**src/sv/fbprd_pkg.sv**
```systemverilog
package fbprd_pkg;

  // Line width clamp
  localparam int unsigned MAX_LINE = 4096;

  // Depth of the queue between front and back
  localparam int unsigned QUEUE_DEPTH = 2;

  // Command codes on the input channel
  typedef logic [1:0] cmd_t;
  localparam cmd_t CMD_START  = 2'd0;
  localparam cmd_t CMD_BYTE   = 2'd1;
  localparam cmd_t CMD_END    = 2'd2;
  localparam cmd_t CMD_IGNORE = 2'd3;

  // Result kinds
  localparam logic KIND_RUN  = 1'b0;
  localparam logic KIND_DONE = 1'b1;

  // Classified item handed from front to back
  typedef struct packed {
    cmd_t        op;
    logic [7:0]  code_byte;
    logic [11:0] start_pos;
    logic [12:0] width;
    logic        keep;
  } item_t;

  // One result item
  typedef struct packed {
    logic        kind;
    logic [12:0] position;
    logic [8:0]  run_length;
    logic [3:0]  colour;
    logic        overflow;
    logic        last;
  } result_t;

endpackage

```
**src/sv/fbprd_front.sv**
```systemverilog
module fbprd_front (
  input  logic                clk,
  input  logic                rst_n,
  input  logic                in_valid,
  output logic                in_stall,
  input  logic [1:0]          in_command,
  input  logic [7:0]          in_code_byte,
  input  logic [11:0]         in_start_pos,
  input  logic [12:0]         in_line_width,
  input  logic                in_keep_colour_one,
  output logic                q_valid,
  output fbprd_pkg::item_t    q_item,
  input  logic                q_pop
);

  localparam int unsigned QDEPTH = fbprd_pkg::QUEUE_DEPTH;
  localparam int unsigned PTR_W  = (QDEPTH > 1) ? $clog2(QDEPTH) : 1;
  localparam int unsigned CNT_W  = $clog2(QDEPTH + 1);

  fbprd_pkg::item_t  q_mem_r [QDEPTH];
  logic [PTR_W-1:0]  wr_ptr_r, wr_ptr_nxt;
  logic [PTR_W-1:0]  rd_ptr_r, rd_ptr_nxt;
  logic [CNT_W-1:0]  count_r, count_nxt;

  fbprd_pkg::item_t  cls_item;
  logic              cls_keep;
  logic              wr_en;
  logic              rd_en;

  // Classify: drop unknown commands, clamp the width
  always_comb begin
    cls_item.op        = in_command;
    cls_item.code_byte = in_code_byte;
    cls_item.start_pos = in_start_pos;
    cls_item.keep      = in_keep_colour_one;
    if (32'(in_line_width) > fbprd_pkg::MAX_LINE) begin
      cls_item.width = 13'(fbprd_pkg::MAX_LINE);
    end else begin
      cls_item.width = in_line_width;
    end
    case (in_command)
      fbprd_pkg::CMD_START,
      fbprd_pkg::CMD_BYTE,
      fbprd_pkg::CMD_END: cls_keep = 1'b1;
      default:            cls_keep = 1'b0;
    endcase
  end

  assign in_stall = (count_r == CNT_W'(QDEPTH));
  assign q_valid  = (count_r != '0);
  assign q_item   = q_mem_r[rd_ptr_r];

  assign wr_en = in_valid && !in_stall && cls_keep;
  assign rd_en = q_pop && q_valid;

  // Queue pointers and fill count
  always_comb begin
    wr_ptr_nxt = wr_ptr_r;
    rd_ptr_nxt = rd_ptr_r;
    count_nxt  = count_r;
    if (wr_en) begin
      wr_ptr_nxt = (wr_ptr_r == PTR_W'(QDEPTH - 1)) ? '0 : wr_ptr_r + 1'b1;
    end
    if (rd_en) begin
      rd_ptr_nxt = (rd_ptr_r == PTR_W'(QDEPTH - 1)) ? '0 : rd_ptr_r + 1'b1;
    end
    if (wr_en && !rd_en) begin
      count_nxt = count_r + 1'b1;
    end else if (rd_en && !wr_en) begin
      count_nxt = count_r - 1'b1;
    end
  end

  always_ff @(posedge clk) begin
    if (!rst_n) begin
      wr_ptr_r <= '0;
      rd_ptr_r <= '0;
      count_r  <= '0;
    end else begin
      wr_ptr_r <= wr_ptr_nxt;
      rd_ptr_r <= rd_ptr_nxt;
      count_r  <= count_nxt;
    end
  end

  // Queue storage
  always_ff @(posedge clk) begin
    if (wr_en) begin
      q_mem_r[wr_ptr_r] <= cls_item;
    end
  end

endmodule

```
**src/sv/fbprd_back.sv**
```systemverilog
module fbprd_back (
  input  logic                clk,
  input  logic                rst_n,
  input  logic                q_valid,
  input  fbprd_pkg::item_t    q_item,
  output logic                q_pop,
  output logic                out_valid,
  input  logic                out_stall,
  output fbprd_pkg::result_t  out_res
);

  // Engine states
  localparam logic ST_WAIT = 1'b0;
  localparam logic ST_RUN  = 1'b1;

  // String phases
  localparam logic [1:0] PH_IDLE   = 2'd0;
  localparam logic [1:0] PH_DECODE = 2'd1;
  localparam logic [1:0] PH_TRAIL  = 2'd2;

  // Run length offsets of the code families
  localparam logic [8:0] LEN_ZERO_BASE  = 9'd2;
  localparam logic [8:0] LEN_SHORT_BASE = 9'd4;
  localparam logic [8:0] LEN_MID_BASE   = 9'd9;
  localparam logic [8:0] LEN_LONG_BASE  = 9'd25;
  localparam logic [1:0] MAX_RES        = 2'd3;
  localparam logic [5:0] HOLD_MAX       = 6'd24;

  logic                state_r, state_nxt;
  logic [1:0]          phase_r, phase_nxt;
  logic [12:0]         pos_r, pos_nxt;
  logic [12:0]         wlim_r, wlim_nxt;
  logic                skip_r, skip_nxt;
  logic [31:0]         win_r, win_nxt;
  logic [5:0]          wlen_r, wlen_nxt;
  logic [1:0]          cnt_r, cnt_nxt;
  logic                pend_vld_r, pend_vld_nxt;
  fbprd_pkg::result_t  pend_r, pend_nxt;
  logic                out_vld_r, out_vld_nxt;
  fbprd_pkg::result_t  out_r, out_nxt;

  logic                slot_free;
  logic                push;
  fbprd_pkg::result_t  push_res;

  // Code decode signals
  logic [31:0]         topw;
  logic [4:0]          need;
  logic [8:0]          len;
  logic [3:0]          col;
  logic                endc;
  logic [12:0]         room;
  logic [8:0]          clip;
  logic [1:0]          eff_phase;
  logic                stop;
  logic                brk;
  logic                emit;
  logic                term;
  fbprd_pkg::result_t  nres;
  logic [1:0]          fin_phase;
  logic [5:0]          fin_len;
  logic [5:0]          rem_len;

  assign slot_free = !out_vld_r || !out_stall;

  // Pixel code decode from the top-aligned window
  always_comb begin
    topw = win_r << (6'd32 - wlen_r);
    need = 5'd4;
    len  = 9'd1;
    col  = topw[31:28];
    endc = 1'b0;
    if (topw[31:28] == 4'd0) begin
      if (!topw[27]) begin
        need = 5'd8;
        col  = 4'd0;
        len  = 9'(topw[26:24]) + LEN_ZERO_BASE;
        endc = (topw[26:24] == 3'd0);
      end else if (!topw[26]) begin
        need = 5'd12;
        len  = 9'(topw[25:24]) + LEN_SHORT_BASE;
        col  = topw[23:20];
      end else begin
        case (topw[25:24])
          2'd0: begin
            need = 5'd8;
            len  = 9'd1;
            col  = 4'd0;
          end
          2'd1: begin
            need = 5'd8;
            len  = 9'd2;
            col  = 4'd0;
          end
          2'd2: begin
            need = 5'd16;
            len  = 9'(topw[23:20]) + LEN_MID_BASE;
            col  = topw[19:16];
          end
          default: begin
            need = 5'd20;
            len  = 9'(topw[23:16]) + LEN_LONG_BASE;
            col  = topw[15:12];
          end
        endcase
      end
    end
    room = wlim_r - pos_r;
    clip = (13'(len) < room) ? len : room[8:0];
  end

  // Engine control
  always_comb begin
    state_nxt    = state_r;
    phase_nxt    = phase_r;
    pos_nxt      = pos_r;
    wlim_nxt     = wlim_r;
    skip_nxt     = skip_r;
    win_nxt      = win_r;
    wlen_nxt     = wlen_r;
    cnt_nxt      = cnt_r;
    pend_vld_nxt = pend_vld_r;
    pend_nxt     = pend_r;
    q_pop        = 1'b0;
    push         = 1'b0;
    push_res     = pend_r;
    nres         = '0;
    emit         = 1'b0;
    term         = 1'b0;
    brk          = 1'b0;
    fin_phase    = phase_r;
    fin_len      = '0;
    rem_len      = 6'(wlen_r - 6'(need));

    eff_phase = (phase_r == PH_DECODE && pos_r >= wlim_r) ? PH_TRAIL : phase_r;
    stop      = (cnt_r == MAX_RES) || (phase_r == PH_IDLE);

    case (state_r)
      ST_WAIT: begin
        if (q_valid) begin
          case (q_item.op)
            fbprd_pkg::CMD_START: begin
              q_pop     = 1'b1;
              wlim_nxt  = q_item.width;
              pos_nxt   = 13'(q_item.start_pos);
              skip_nxt  = q_item.keep;
              win_nxt   = '0;
              wlen_nxt  = '0;
              phase_nxt = (13'(q_item.start_pos) < q_item.width) ? PH_DECODE : PH_TRAIL;
            end
            fbprd_pkg::CMD_END: begin
              if (phase_r == PH_IDLE) begin
                q_pop = 1'b1;
              end else if (slot_free) begin
                q_pop             = 1'b1;
                push              = 1'b1;
                push_res          = '0;
                push_res.kind     = fbprd_pkg::KIND_DONE;
                push_res.position = pos_r;
                push_res.overflow = (phase_r == PH_TRAIL) && (win_r != '0);
                push_res.last     = 1'b1;
                win_nxt           = '0;
                wlen_nxt          = '0;
                phase_nxt         = PH_IDLE;
              end
            end
            fbprd_pkg::CMD_BYTE: begin
              q_pop = 1'b1;
              if (phase_r != PH_IDLE) begin
                win_nxt   = {win_r[23:0], q_item.code_byte};
                wlen_nxt  = wlen_r + 6'd8;
                cnt_nxt   = '0;
                state_nxt = ST_RUN;
              end
            end
            default: begin
              q_pop = 1'b1;
            end
          endcase
        end
      end

      default: begin
        // One loop step: classify this step's outcome
        if (!stop) begin
          if (eff_phase == PH_TRAIL) begin
            if (wlen_r < 6'd8) begin
              brk = 1'b1;
            end else begin
              emit          = 1'b1;
              term          = 1'b1;
              nres.kind     = fbprd_pkg::KIND_DONE;
              nres.position = pos_r;
              nres.overflow = (topw[31:24] != 8'd0);
            end
          end else if (6'(need) > wlen_r) begin
            brk = 1'b1;
          end else if (endc) begin
            emit          = 1'b1;
            term          = 1'b1;
            nres.kind     = fbprd_pkg::KIND_DONE;
            nres.position = pos_r;
          end else begin
            emit            = !(skip_r && col == 4'd1);
            nres.kind       = fbprd_pkg::KIND_RUN;
            nres.position   = pos_r;
            nres.run_length = clip;
            nres.colour     = col;
          end
        end

        if (stop || brk) begin
          // Close the byte: flush the held result as the last one
          fin_phase = stop ? phase_r : eff_phase;
          if (fin_phase != PH_IDLE) begin
            fin_len = (wlen_r > HOLD_MAX) ? HOLD_MAX : wlen_r;
          end
          if (!pend_vld_r || slot_free) begin
            push          = pend_vld_r;
            push_res      = pend_r;
            push_res.last = 1'b1;
            pend_vld_nxt  = 1'b0;
            phase_nxt     = fin_phase;
            wlen_nxt      = fin_len;
            win_nxt       = win_r & ~(32'hFFFF_FFFF << fin_len);
            state_nxt     = ST_WAIT;
          end
        end else if (!(emit && pend_vld_r) || slot_free) begin
          // Advance one code; a new result displaces the held one
          if (emit) begin
            push         = pend_vld_r;
            push_res     = pend_r;
            pend_vld_nxt = 1'b1;
            pend_nxt     = nres;
            cnt_nxt      = cnt_r + 1'b1;
          end
          if (term) begin
            phase_nxt = PH_IDLE;
            wlen_nxt  = '0;
            win_nxt   = '0;
          end else begin
            phase_nxt = eff_phase;
            pos_nxt   = pos_r + 13'(clip);
            wlen_nxt  = rem_len;
            win_nxt   = win_r & ~(32'hFFFF_FFFF << rem_len);
          end
        end
      end
    endcase
  end

  // Output register
  always_comb begin
    out_vld_nxt = out_vld_r;
    out_nxt     = out_r;
    if (push) begin
      out_vld_nxt = 1'b1;
      out_nxt     = push_res;
    end else if (!out_stall) begin
      out_vld_nxt = 1'b0;
    end
  end

  always_ff @(posedge clk) begin
    if (!rst_n) begin
      state_r    <= ST_WAIT;
      phase_r    <= PH_IDLE;
      pos_r      <= '0;
      wlim_r     <= '0;
      skip_r     <= 1'b0;
      win_r      <= '0;
      wlen_r     <= '0;
      cnt_r      <= '0;
      pend_vld_r <= 1'b0;
      out_vld_r  <= 1'b0;
    end else begin
      state_r    <= state_nxt;
      phase_r    <= phase_nxt;
      pos_r      <= pos_nxt;
      wlim_r     <= wlim_nxt;
      skip_r     <= skip_nxt;
      win_r      <= win_nxt;
      wlen_r     <= wlen_nxt;
      cnt_r      <= cnt_nxt;
      pend_vld_r <= pend_vld_nxt;
      out_vld_r  <= out_vld_nxt;
    end
  end

  // Result payloads
  always_ff @(posedge clk) begin
    pend_r <= pend_nxt;
    out_r  <= out_nxt;
  end

  assign out_valid = out_vld_r;
  assign out_res   = out_r;

endmodule

```
**src/sv/four_bit_pixel_run_decoder_core.sv**
```systemverilog
// Four-bit pixel-code string decoder for one subtitle line. A start transfer
// sets position, width (clamped to 4096) and the keep-colour-one flag; code
// bytes then yield pixel runs (kind 0) and a finished result (kind 1) that
// ends the string, with out_last marking the final result of each input
// transfer. Inputs enter a two-entry queue, so a new transfer is taken every
// cycle while the queue has room; unknown commands are dropped at the queue
// and never reach the engine. The decode engine behind it handles a start or
// end item, and a code byte that arrives while no string is open, in its
// wait state. A code byte inside a string is loaded, then taken through the
// shared code decoder one step per pixel code it completes or per end-code
// or trailing-bits step, and then the byte is closed. Results leave through
// a single output register; a stalled output holds the engine only when it
// has a result to hand over.
module four_bit_pixel_run_decoder_core (
  input  logic        clk,
  input  logic        rst_n,
  input  logic        in_valid,
  output logic        in_stall,
  input  logic [1:0]  in_command,
  input  logic [7:0]  in_code_byte,
  input  logic [11:0] in_start_pos,
  input  logic [12:0] in_line_width,
  input  logic        in_keep_colour_one,
  output logic        out_valid,
  input  logic        out_stall,
  output logic        out_kind,
  output logic [12:0] out_position,
  output logic [8:0]  out_run_length,
  output logic [3:0]  out_colour,
  output logic        out_overflow,
  output logic        out_last
);

  logic                q_valid;
  logic                q_pop;
  fbprd_pkg::item_t    q_item;
  fbprd_pkg::result_t  out_res;

  fbprd_front u_front (
    .clk                (clk),
    .rst_n              (rst_n),
    .in_valid           (in_valid),
    .in_stall           (in_stall),
    .in_command         (in_command),
    .in_code_byte       (in_code_byte),
    .in_start_pos       (in_start_pos),
    .in_line_width      (in_line_width),
    .in_keep_colour_one (in_keep_colour_one),
    .q_valid            (q_valid),
    .q_item             (q_item),
    .q_pop              (q_pop)
  );

  fbprd_back u_back (
    .clk       (clk),
    .rst_n     (rst_n),
    .q_valid   (q_valid),
    .q_item    (q_item),
    .q_pop     (q_pop),
    .out_valid (out_valid),
    .out_stall (out_stall),
    .out_res   (out_res)
  );

  assign out_kind       = out_res.kind;
  assign out_position   = out_res.position;
  assign out_run_length = out_res.run_length;
  assign out_colour     = out_res.colour;
  assign out_overflow   = out_res.overflow;
  assign out_last       = out_res.last;

endmodule

```
**config.mk**
```make
export PLATFORM = sky130hd
export DESIGN_NAME = four_bit_pixel_run_decoder_core
export DESIGN_NICKNAME = d
export VERILOG_FILES = /design/src/sv/fbprd_pkg.sv /design/src/sv/fbprd_front.sv /design/src/sv/fbprd_back.sv /design/src/sv/four_bit_pixel_run_decoder_core.sv
export SDC_FILE = /design/constraint.sdc
export NUM_CORES = 1
export LEC_CHECK = 0
export BUFFER_PORTS_ARGS = -buffer_cell sky130_fd_sc_hd__buf_2
export CORE_MARGIN = 4
export CORE_UTILIZATION = 25
export CTS_CLUSTER_DIAMETER = 200
export CTS_CLUSTER_SIZE = 12
export DETAILED_ROUTE_END_ITERATION = 8
export RECOVER_POWER = 25
export SETUP_SLACK_MARGIN = 0.05
export SLEW_MARGIN = 10
export SYNTH_ARGS = -nofsm -noshare
export SYNTH_HDL_FRONTEND = slang
export SYNTH_SLANG_ARGS = --single-unit
```
**constraint.sdc**
```tcl
create_clock -name clk -period 9.4 [get_ports clk]
set_clock_uncertainty 0.15 [all_clocks]
set_input_delay 1.41 -clock clk [delete_from_list [all_inputs] [get_ports clk]]
set_output_delay 1.41 -clock clk [all_outputs]
set_load 0.05 [all_outputs]
```
## Yosys cells after proc, flatten, opt, wreduce, memory -nomap -nowiden

Memory sizes are Yosys's and may differ from the RTL's. A register that Yosys moved wholly into a read port is not among the register bits.
Index checks and enable logic that the tools add are counted.

- Flip-flop bits (word level): 133
- Bits in writable memories: 72
- Output and inout port bits: 31
- Memories: 1

Memories:

| name | words | width | read ports | clocked after memory_dff | write ports | line | RTL |
|---|---|---|---|---|---|---|---|
| u_front.q_mem_r | 2 | 36 | 1 | 1 | 1 | fbprd_front.sv:20 | `fbprd_pkg::item_t q_mem_r [QDEPTH];` |

- Add/sub/neg operators: 14
- Magnitude comparators: 7
- Equal/unequal tests: 23
- Shift-type cells: 3
- Multiplexer cells: 127
- Bitwise operators: 7
- Reduce and logical (&&, ||, !) cells: 53

Operator list:

| operator | count |
|---|---|
| 32-bit 2-to-1 mux | 9 |
| 29-bit 2-to-1 mux | 5 |
| 13-bit 2-to-1 mux | 8 |
| 32-bit one-hot mux with 3 select lines | 1 |
| 6-bit 2-to-1 mux | 13 |
| 32-bit AND | 2 |
| 32-bit NOT | 2 |
| 32-bit by 6-bit << shifter with 32-bit output (first input constant) | 2 |
| 1-bit 2-to-1 mux | 52 |
| 14-bit 2-to-1 mux | 3 |
| 2-bit 2-to-1 mux | 20 |
| 9-bit 2-to-1 mux | 4 |
| 32-bit nonzero test | 1 |
| 32-bit by 6-bit << shifter with 32-bit output | 1 |
| 27-bit 2-to-1 mux | 1 |
| 9-bit one-hot mux with 3 select lines | 1 |
| 2-bit nonzero test | 10 |
| 6-bit one-hot mux with 3 select lines | 1 |
| 5-bit 2-to-1 mux | 3 |
| 2-bit equality test (second input constant) | 7 |
| 13-bit by 9-bit adder with 13-bit output | 1 |
| 13-bit >= comparator | 1 |
| 13-bit > comparator (second input constant) | 1 |
| 12-bit by 13-bit < comparator with 1-bit output | 1 |
| other kinds (44) | 84 |

## Longest topological paths before layout

Gate-level depths: netlist of run 1.

- Depth in word-level cells: 23
- Mapped depth: 39
- Depth with buffers taken out: 35

## Modules after synthesis

From an unflattened synthesis of run 1, not the netlist that was laid out.

- Cells, all modules: 1360
- Area total of the unflattened synthesis: 13444.1 µm²

By module, submodules not included:

| module | times used | cells an instance | area an instance (µm²) |
|---|---|---|---|
| fbprd_back | 1 | 1209 | 10513.8 |
| fbprd_front | 1 | 151 | 2930.3 |

## Worst setup path before layout of run 1

OpenSTA, ideal clock, no wires.

- Path kind: reg-to-reg
- From: register u_back.wlen_r[1]
- To: register u_back.pos_r[10]
- Arrival: 7307 ps
- Required time: 9117 ps
- Path slack: 1810 ps
- Stages on the path, launching flop included: 36
- Buffers on the path: 5
- Clock period less this slack: 7590 ps
- Cell sequence: dfxtp_1 buf_2 buf_1 inv_1 ha_1 buf_2 buf_4 buf_4 or2_2 mux4_2 o22ai_1 and2_1 ha_1 xnor2_1 a311oi_1 nor3_1 ha_1 a21o_1 a21o_1 a21oi_1 o21ai_0 or4_1 o211ai_2 mux2_2 fa_1 a21o_1 a21oi_1 o21bai_1 a21oi_1 o21bai_1 a21oi_1 nor2b_1 o21a_1 and3_1 a21oi_1 o32ai_2

- Elaborated cells on any way between the ends: 62

RTL lines:

| what | line | RTL |
|---|---|---|
| start: declaration | fbprd_back.sv:35 | `logic [5:0] wlen_r, wlen_nxt;` |
| start signal: assignment | fbprd_back.sv:283 | `wlen_r <= wlen_nxt;` |
| 6-bit subtractor (*) | fbprd_back.sv:68 | `topw = win_r << (6'd32 - wlen_r);` |
| 32-bit by 6-bit << shifter with 32-bit output (*) | fbprd_back.sv:68 |  |
| 8-bit by 5-bit adder with 9-bit output (tied with other cells) | fbprd_back.sv:102 | `len = 9'(topw[23:16]) + LEN_LONG_BASE;` |
| 9-bit one-hot mux with 3 select lines | fbprd_back.sv:84 | `case (topw[25:24])` |
| 9-bit 2-to-1 mux | fbprd_back.sv:79 | `end else if (!topw[26]) begin` |
| 9-bit 2-to-1 mux | fbprd_back.sv:74 | `if (!topw[27]) begin` |
| 9-bit 2-to-1 mux (*) | fbprd_back.sv:73 | `if (topw[31:28] == 4'd0) begin` |
| 9-bit by 13-bit < comparator with 1-bit output | fbprd_back.sv:109 | `clip = (13'(len) < room) ? len : room[8:0];` |
| 9-bit 2-to-1 mux (*) | fbprd_back.sv:109 |  |
| via u_back.clip[1] | fbprd_back.sv:53 | `logic [8:0] clip;` |
| 13-bit by 9-bit adder with 13-bit output (*) | fbprd_back.sv:243 | `pos_nxt = pos_r + 13'(clip);` |
| 13-bit 2-to-1 mux (*) | fbprd_back.sv:237 | `if (term) begin` |
| 13-bit 2-to-1 mux (*) | fbprd_back.sv:228 | `end else if (!(emit && pend_vld_r) \|\| slot_free) begin` |
| 13-bit 2-to-1 mux (*) | fbprd_back.sv:212 | `if (stop \|\| brk) begin` |
| 13-bit 2-to-1 mux (*) | fbprd_back.sv:138 | `case (state_r)` |
| end signal: assignment | fbprd_back.sv:279 | `pos_r <= pos_nxt;` |
| end: declaration | fbprd_back.sv:31 | `logic [12:0] pos_r, pos_nxt;` |

The timed path passes the listed nets; every way through them passes the cells marked *. The select of a mux whose other input is x is not followed.
A chain may end at the register's enable or synchronous reset.

## Worst setup path after layout of run 1

- From: register u_back.wlen_r[0]
- To: register u_back.pos_r[10]

The elaborated chain is that of the path after synthesis.

==> run_results.csv, run 1 <==
group,metric,value,unit
global_route,antenna_found_initial,2,
synthesis,synth_top_area_share,28.2,%
min_path,worstHoldStart,"u_back.cnt_r[0]",
timing,rsz0062_at_grt,"false",
synthesis,yosysTopAreaCell,"edfxtp_1",
global_route,grt_start_max_net_pins,50,
cts,path_clk_slew,0.07,ns
timing,finalSetupTns,0,ns
synthesis,synth_edf_count,129,
job,max_cap_viol_count,3,
critical_path,arrival,8.79,ns
layout,nNetsFinal,1563,
global_route,grtUsageMet2,22.0,%
synthesis,synth_nets,1529,
timing,finalSetupViolCount,0,
placed_design,place_congestion,0.930,
synthesis,syn_area_per_cell,9.58,sq um
detailed_routing,wirelength,42900,um
critical_path,slowest_delay,0.67,ns
critical_path,crit_type,"flip-flop to flip-flop",
global_route,grtUsageTotal,14.1,%
global_route,grt_pass1_wl,67700,um
synthesis,yosysSeqAreaShare,39.5,%
cts,cts_sinks,206,
global_route,grtUsageMet3,2.83,%
synthesis,synthCells,1432,
cts,clk_latency,0.52,ns
cts,clock-root-buffer,"clkbuf_16",
detailed_routing,drtIter0Drc,1086,
critical_path,cp-start-kind,"flip-flop",
critical_path,reg2reg_from,"u_back.wlen_r[0]",
layout,area_growth,11.8,%
timing,whs,0.333,ns
floorplanning,floorplan.rows,85,
timing,fin_crit,8.63,ns
cts,cts_resized,0,
detailed_routing,viasPerCell,5.39,
timing,max_slew_margin,-73.8,%
min_path,worstHoldPathType,"flip-flop to flip-flop",
placed_design,dp_cells,2139,
layout,final-instance-count-excl-fill,2174,
floorplanning,die_w,242,um
cts,cts_made_buffers,21,
pwr,p_leak,5.38,nW
synthesis,synth_warnings,0,
placed_design,pre_cts_slack,0.960,ns
critical_path,crit_path_start,"u_back.wlen_r[0]",
cts,clockBufferDepth,3,
timing,fmax,0.116,GHz
layout,nFillCells,5759,
layout,drive_gt1_share,13.9,%
floorplanning,die_area,58700,sq um
cts,postCtsHoldBufs,0,
synthesis,synth_top_cells_by_area,"edfxtp_1, dfxtp_1, mux4_2",
layout,diodes,0,
run_status,status,"finished with violations",
global_route,grt_use_met1,19.3,%
global_route,grt_pass1_vias,11600,
run_status,violations,"capacitance limit, slew limit",
timing,timing.final.crit_share,91.8,%
layout,regArea,5420,sq um
critical_path,crit_fanout,17,
pwr,p_per_area,244,nW/um^2
synthesis,synth_seq_cells,206,
layout,fin_area,15300,sq um
placed_design,placed_cell_area,14800,sq um
synthesis,syn_area,13700,sq um
synthesis,async_flop_share,0,%
timing,maxSlewViolCount,127,
synthesis,ys_types,92,
timing,hold_violations,0,
global_route,grt.overflow.total,0,
cts,cts_setup_buffers,0,
placed_design,portBuffers,70,
critical_path,end_kind,"flip-flop",
critical_path,crit_path_frequent_cell,"a21oi_1",
detailed_routing,num_vias,11700,
cts,htree_levels,1,
floorplanning,core,54000,sq um
timing,timing.final.ws_setup,0.769,ns
detailed_routing,ant_nets,0,
timing,worstMarginPinSlew,2.61,ns
critical_path,cp_slowest_cell,"ha_1",
layout,multi_input_area,7750,sq um
detailed_routing,dr.pass1.iters,6,
detailed_routing,wl_per_cell,19.7,um
synthesis,ys.flop_type,"edfxtp_1",
detailed_routing,drc_errors,0,
floorplanning,die_h,242,um
pwr,ir_drop,0.145,mV
global_route,grt_busiest_layer,"met2",
placed_design,hpwl,32000,um
critical_path,critPathRequiredTime,9.56,ns
floorplanning,ioPinCount,71,
cts,tritoncts,"done",
floorplanning,start_util,25.4,%
==> report_power, final <==
part | total (W) | switching [W] | internal, W | leakage, nW
Clock | 0.000771 | 0.000354 | 0.000417 | 0.280
Combinational | 0.00183 | 0.00118 | 0.000648 | 3.23
Sequential | 0.00114 | 0.0000814 | 0.00106 | 1.87
==> cell usage after synthesis, types with 5 or more instances <==
master,n
a211oi_1,44
a21o_1,19
a21oi_1,96
a221oi_1,5
a22oi_1,7
a311oi_1,7
a31oi_1,19
a32oi_1,5
and2_1,33
and3_1,8
buf_1,10
buf_2,13
buf_4,5
clkbuf_1,54
dfxtp_1,77
edfxtp_1,129
ha_1,54
inv_1,48
mux2_2,34
mux2i_1,52
mux4_2,33
nand2_1,150
nand2b_1,6
nand3_1,34
nand4_1,13
nor2_1,129
nor2b_1,23
nor3_1,23
nor4_1,12
o211ai_1,10
o21a_1,14
o21ai_0,81
o21ai_1,8
o22ai_1,14
o311a_1,8
o311ai_1,5
o31a_1,5
o31ai_1,12
o32ai_1,5
xnor2_1,21
xor2_1,11
==> path summary, 6_finish.rpt <==
| kind | cells past startpoint | slack (ns) | to |
|---|---|---|---|
| worst max-delay path | 32 | 0.77 | u_back.pos_r[10] |
| worst max register to register | 32 | 0.77 | u_back.pos_r[10] |
| worst min register to register | 1 | 0.33 | u_back.cnt_r[0] |
| worst min-delay path | 1 | 0.33 | u_back.cnt_r[0] |
==> flip-flops by register name, indices dropped and copies added (netlist names), 2 cells and up, named ones only <==
name and cells:
u_front.q_mem_r 72, u_back.wlen_r 6, u_front.count_r 2, u_back.wlim_r 13, u_back.pos_r 13, u_back.out_res 29, u_back.pend_r 28, u_back.win_r 32
u_back.cnt_r 2
==> critical path: cells and delay by family (launching register included) <==
family	cells	cell delay (ns)
AO/OA/AOI/OAI	16	3.00
multiplexers	4	1.34
buffers and inverters	2	0.52
AND/OR/NAND/NOR	5	1.05
flip-flops	1	0.51
XOR/XNOR	1	0.10
adder cells (fa/ha/maj)	4	1.73
==> per-stage QoR <==
stage | power, W | util (%)
after detailed placement | 0.00295 | 27.4
final | 0.00374 | 28.4
after global routing | 0.00398 | 28.4
after global placement | 0.00294 | 27.4
after floorplan | 0.00246 | -
after CTS | 0.00374 | 28.4
==> metal layers <==
metal	share of wire, %	routed length (um)
met5	0.030	13
met1	45	19300
met3	7.4	3190
met2	44	18800
met4	3.6	1560
==> area by class of cell <==
cell class	count	share of cell area, %
Clock buffer	34	3.74
Clock inverter	1	0.0734
Inverter	50	1.22
Multi-Input combinational cell	1090	50.5
Sequential cell	206	35.3
Tap cell	696	5.68
Timing Repair Buffer	97	3.43
==> placed cells by master, fill, tap and decap left out, types with 20 or more instances in the layout <==
master	count
nand2_1	150
edfxtp_1	129
nor2_1	128
a21oi_1	96
o21ai_0	81
dfxtp_1	75
ha_1	54
buf_2	54
mux2i_1	52
inv_1	48
a211oi_1	44
nand3_1	34
mux2_2	34
mux4_2	33
and2_1	32
clkbuf_1	31
buf_4	25
nor2b_1	22
nor3_1	22
clkbuf_16	21
xnor2_1	20
==> cell families after synthesis <==
kind of cell | Yosys count | share of synthesized area [%]
AOI/OAI and AO/OA | 423 | 20.9
xor gates and xnor gates | 33 | 2.16
adders and majority gates | 57 | 5.36
buffers and inverters | 136 | 4.26
DFF | 206 | 39.5
muxes | 120 | 12.1
and+or+nand+nor | 457 | 15.7
No activity file was read; power rests on OpenSTA's default activity.
==> run 2, diff against run 1 <==
Settings changed: CORE_UTILIZATION 25 to 35.
Clock period 9.4 ns to 10.8 ns, I/O delays scaled along.
==> run_results.csv, run 2 (same netlist as run 1, synthesis figures left out) <==
group,metric,value,unit
run_status,status,"finished with violations",
run_status,violations,"capacitance limit, slew limit",
timing,max_slew_margin,-72.8,%
cts,clock-root-buffer,"clkbuf_16",
critical_path,r2r_cells,32,
floorplanning,floorplan.rows,72,
pwr,power_frac_seq,30.3,%
pwr,switchingPower,0.00139,W
global_route,grtUsageTotal,18.7,%
layout,diodes,0,
layout,largest_reg_flops,72,
pwr,power.share.clock,20.7,%
critical_path,slowest_delay,0.55,ns
pwr,p_leak,5.37,nW
cts,clockBufferDepth,3,
timing,timing.final.crit_share,80.2,%
placed_design,dp_cells,1959,
detailed_routing,dr.pass1.iters,5,
critical_path,cp-start-kind,"flip-flop",
detailed_routing,wl_per_cell,20.4,um
timing,fmax,0.115,GHz
floorplanning,die_w,206,um
layout,area_growth,10.2,%
cts,cts_made_buffers,21,
detailed_routing,drc_errors,0,
critical_path,crit_type,"flip-flop to flip-flop",
pwr,comb_power_share,49.0,%
job,max_cap_viol_count,2,
pwr,power.internal,0.00185,W
floorplanning,ioPinCount,71,
global_route,grt_pass1_vias,10900,
detailed_routing,viasPerCell,5.76,
floorplanning,core,38700,sq um
critical_path,end_kind,"flip-flop",
detailed_routing,drtIter0Drc,954,
cts,cts_resized,0,
layout,final-instance-count-excl-fill,1996,
layout,fin_area,15100,sq um
critical_path,crit_fanout,34,
global_route,antenna_found_initial,0,
detailed_routing,num_vias,11500,
min_path,hold_end,"u_back.cnt_r[0]",
critical_path,worstReg2RegEnd,"u_back.pos_r[10]",
min_path,worstHoldPathType,"flip-flop to flip-flop",
detailed_routing,top_layer,"met4",
layout,drive_gt1_share,13.9,%
critical_path,arrival,8.83,ns
global_route,grt.overflow.total,0,
detailed_routing,ant_nets,0,
critical_path,critPathRequiredTime,10.96,ns
critical_path,critPathBufInv,3,
critical_path,crit_cells,32,
timing,fin_crit,8.66,ns
timing,finalSetupViolCount,0,
placed_design,hpwl,30000,um
detailed_routing,met2WireLength,17500,um
cts,htree_levels,1,
cts,postCtsHoldBufs,0,
critical_path,reg2reg_from,"u_back.wlen_r[1]",
layout,nNetsFinal,1561,
timing,maxSlewViolCount,90,
layout,top_register,"u_front.q_mem_r",
layout,nFillCells,3890,
timing,hold_violations,0,
cts,tritoncts,"done",
pwr,p_sw_share,43.0,%
critical_path,crit_family,"compound AO/OA/AOI/OAI gates",
layout,final_common_cell,"nand2_1",
placed_design,portBuffers,70,
pwr,p_per_area,215,nW/um^2
critical_path,r2r_slack,2.14,ns
placed_design,place_congestion,0.950,
cts,path_clk_slew,0.07,ns
layout,layout_common_cells,"nand2_1, edfxtp_1, nor2_1",
floorplanning,start_util,35.4,%
global_route,grt_start_max_net_pins,50,
detailed_routing,wl_met3,2760,um
floorplanning,die_h,206,um
cts,cts_setup_buffers,0,
min_path,worstHoldStart,"u_back.cnt_r[0]",
min_path,hold_path_depth,1,
detailed_routing,wirelength,40800,um
timing,rsz0062_at_grt,"false",
critical_path,cp_slowest_cell,"mux4_2",
placed_design,placed_cell_area,14500,sq um
critical_path,crit_path_frequent_cell,"a21oi_1",
cts,cts_sinks,206,
timing,worstMarginPinSlew,2.59,ns
timing,finalSetupTns,0,ns
global_route,grt_pass1_wl,63100,um
pwr,ir_drop,0.153,mV
detailed_routing,drt-met1-wl,19100,um
cts,clk_latency,0.54,ns
floorplanning,die_area,42400,sq um
-- run 2: cell count changes in the layout (fill, tap and decap cells not counted) --
cell,delta
buf_4,-1
inv_6,+1
-- run 2: cell type report --
class | count | area (sq um) | share of cell area, %
Tap cell | 518 | 648 | 4.29
Sequential cell | 206 | 5420 | 35.8
Multi-Input combinational cell | 1090 | 7750 | 51.3
Inverter | 50 | 188 | 1.24
Clock buffer | 35 | 578 | 3.82
Timing Repair Buffer | 95 | 514 | 3.40
Clock inverter | 2 | 20.0 | 0.132
-- run 2: metrics by stage --
| stage | util, % | worst slack [ns] | total power (W) | hold WS (ns) |
|---|---|---|---|---|
| 2_1_floorplan | - | 3.21 | 0.00214 | 0.279 |
| 3_3_place_gp | 37.5 | 2.44 | 0.00255 | 0.301 |
| 3_5_place_dp | 37.5 | 2.30 | 0.00256 | 0.309 |
| 4_1_cts | 39.1 | 2.28 | 0.00325 | 0.321 |
| 5_1_grt | 39.0 | 1.51 | 0.00347 | 0.351 |
| 6_report | 39.0 | 2.14 | 0.00324 | 0.319 |
-- run 2: routing by layer --
metal / global-route usage (%) / vias up
li1: - / 5494
met1: 27.6 / 5473
met2: 27.7 / 428
met3: 3.04 / 93
met4: 6.35 / 0
met5: 0 / -
-- run 2: how the worst max path moves through the flow --
stage | end | startpoint | slack [ns]
floorplan | u_back.pos_r[10] | u_back.wlen_r[1] | 3.21
global placement | u_back.pos_r[10] | u_back.wlen_r[1] | 2.44
detailed placement | u_back.pos_r[10] | u_back.wlen_r[1] | 2.30
CTS | u_back.pos_r[10] | u_back.wlen_r[1] | 2.28
global route | u_back.pos_r[10] | u_back.wlen_r[1] | 1.51
finish | u_back.pos_r[10] | u_back.wlen_r[1] | 2.14
-- run 2: power groups by stage --
stage	clock network [W]	logic [W]	registers, W
CTS	0.000690	0.00157	0.000981
floorplan	0	0.00116	0.000982
finish	0.000672	0.00159	0.000982
global route	0.000723	0.00175	0.000990
detailed placement	0	0.00156	0.000997
global placement	0	0.00156	0.000995
==> run 3, diff against run 2 <==
Clock period 10.8 ns to 8.6 ns, I/O delays scaled along.
==> run_results.csv, run 3 (same netlist as run 1, synthesis figures left out) <==
group,metric,value,unit
run_status,status,"finished with violations",
run_status,violations,"capacitance limit, slew limit",
timing,finalSetupViolCount,0,
timing,worstMarginPinSlew,2.06,ns
critical_path,crit_family,"compound AO/OA/AOI/OAI gates",
global_route,grt.overflow.total,0,
cts,clk_latency,0.55,ns
min_path,worstHoldPathType,"flip-flop to flip-flop",
global_route,grt_pass1_wl,65400,um
detailed_routing,ant_nets,0,
timing,timing.final.crit_share,92.6,%
critical_path,critPathRequiredTime,8.84,ns
detailed_routing,drc_errors,0,
critical_path,arrival,8.20,ns
floorplanning,start_util,35.4,%
global_route,antenna_found_initial,0,
layout,layout_common_cells,"nand2_1, edfxtp_1, nor2_1",
pwr,p_sw_share,43.4,%
layout,drive_gt1_share,15.0,%
floorplanning,core,38700,sq um
layout,nNetsFinal,1570,
placed_design,portBuffers,70,
cts,postCtsHoldBufs,0,
placed_design,dp_cells,1968,
cts,cts_setup_buffers,0,
critical_path,end_kind,"flip-flop",
cts,cts_made_buffers,21,
pwr,power_frac_seq,30.2,%
detailed_routing,dr.pass1.iters,6,
floorplanning,die_w,206,um
critical_path,critPathBufInv,2,
timing,max_slew_margin,-37.3,%
layout,final_common_cell,"nand2_1",
cts,clock-root-buffer,"clkbuf_16",
layout,final-instance-count-excl-fill,2004,
cts,path_clk_slew,0.07,ns
detailed_routing,viasPerCell,5.82,
layout,largest_reg_flops,72,
detailed_routing,drtIter0Drc,1074,
pwr,p_leak,5.44,nW
cts,htree_levels,1,
timing,maxSlewViolCount,77,
critical_path,cp-start-kind,"flip-flop",
timing,fin_crit,7.96,ns
floorplanning,floorplan.rows,72,
layout,top_register,"u_front.q_mem_r",
global_route,grt_start_max_net_pins,50,
floorplanning,die_h,206,um
critical_path,cp_slowest_cell,"ha_4",
placed_design,hpwl,30500,um
pwr,switchingPower,0.00179,W
detailed_routing,wirelength,41900,um
detailed_routing,wl_per_cell,20.9,um
detailed_routing,num_vias,11700,
critical_path,crit_path_frequent_cell,"a21oi_1",
global_route,grt_pass1_vias,11100,
pwr,power.share.clock,20.7,%
critical_path,crit_fanout,25,
floorplanning,die_area,42400,sq um
pwr,power.internal,0.00233,W
placed_design,place_congestion,0.935,
cts,tritoncts,"done",
critical_path,slowest_delay,0.49,ns
layout,area_growth,10.9,%
timing,finalSetupTns,0,ns
timing,whs,0.329,ns
floorplanning,ioPinCount,71,
cts,cts_sinks,206,
timing,rsz0062_at_grt,"false",
cts,cts_resized,0,
job,max_cap_viol_count,2,
timing,fmax,0.126,GHz
timing,hold_violations,0,
global_route,grtUsageTotal,19.3,%
critical_path,crit_type,"flip-flop to flip-flop",
pwr,ir_drop,0.187,mV
pwr,comb_power_share,49.1,%
pwr,p_per_area,271,nW/um^2
cts,clockBufferDepth,3,
layout,final_util,39.3,%
-- run 3: changes by cell type in the layout (fill, tap and decap cells not counted), sizes merged --
cell    before  now
buf         78   92
diode        0    1
clkbuf      52   45
-- run 3: cell type report --
cell class	count	area, sq um
well taps	518	648
clock inverters	2	20.0
fillers	3883	23500
diodes	1	2.50
clock buffers	33	571
inverters	50	188
multi-input cells	1090	7780
repair buffers	104	588
flip-flops and latches	206	5420
-- run 3: worst reg2reg max path: cells and delay by family (launching register included) --
family                   cells  cell delay [ns]
AO/OA/AOI/OAI               16             2.91
multiplexers                 4             1.34
buffers and inverters        2             0.37
AND/OR/NAND/NOR              5             1.03
adder cells (fa/ha/maj)      4             1.52
flip-flops                   1             0.39
XOR/XNOR                     1             0.09
-- run 3: power groups by stage --
stage | clock network, W | registers [W] | logic (W)
final | 0.000852 | 0.00124 | 0.00202
after global routing | 0.000914 | 0.00125 | 0.00223
after CTS | 0.000875 | 0.00124 | 0.00199
after detailed placement | 0 | 0.00126 | 0.00198
after global placement | 0 | 0.00126 | 0.00198
after floorplan | 0 | 0.00123 | 0.00146
-- run 3: per-stage QoR --
stage,area [sq um],power (W),setup WS [ns]
6_report,15200,0.00411,0.638
5_1_grt,15200,0.00439,0.0692
4_1_cts,15200,0.00410,0.110
3_5_place_dp,14600,0.00324,0.146
3_3_place_gp,14600,0.00324,0.355
2_1_floorplan,13700,0.00269,1.01
-- run 3: final timing paths --
kind | start | end | slack, ns | depth (start not counted)
worst max-delay path | u_back.wlen_r[0] | u_back.pos_r[10] | 0.64 | 32
worst min-delay path | u_back.cnt_r[0] | u_back.cnt_r[0] | 0.33 | 1
worst min register to register | u_back.cnt_r[0] | u_back.cnt_r[0] | 0.33 | 1
worst max register to register | u_back.wlen_r[0] | u_back.pos_r[10] | 0.64 | 32
-- run 3: per-layer routing --
metal  vias up  global-route usage [%]  wire, um
met5         -                       0         0
met4         0                    5.58      1170
met3        71                    2.79      2940
met2       493                    29.4     18300
met1      5606                    28.6     19500
li1       5502                       -         -
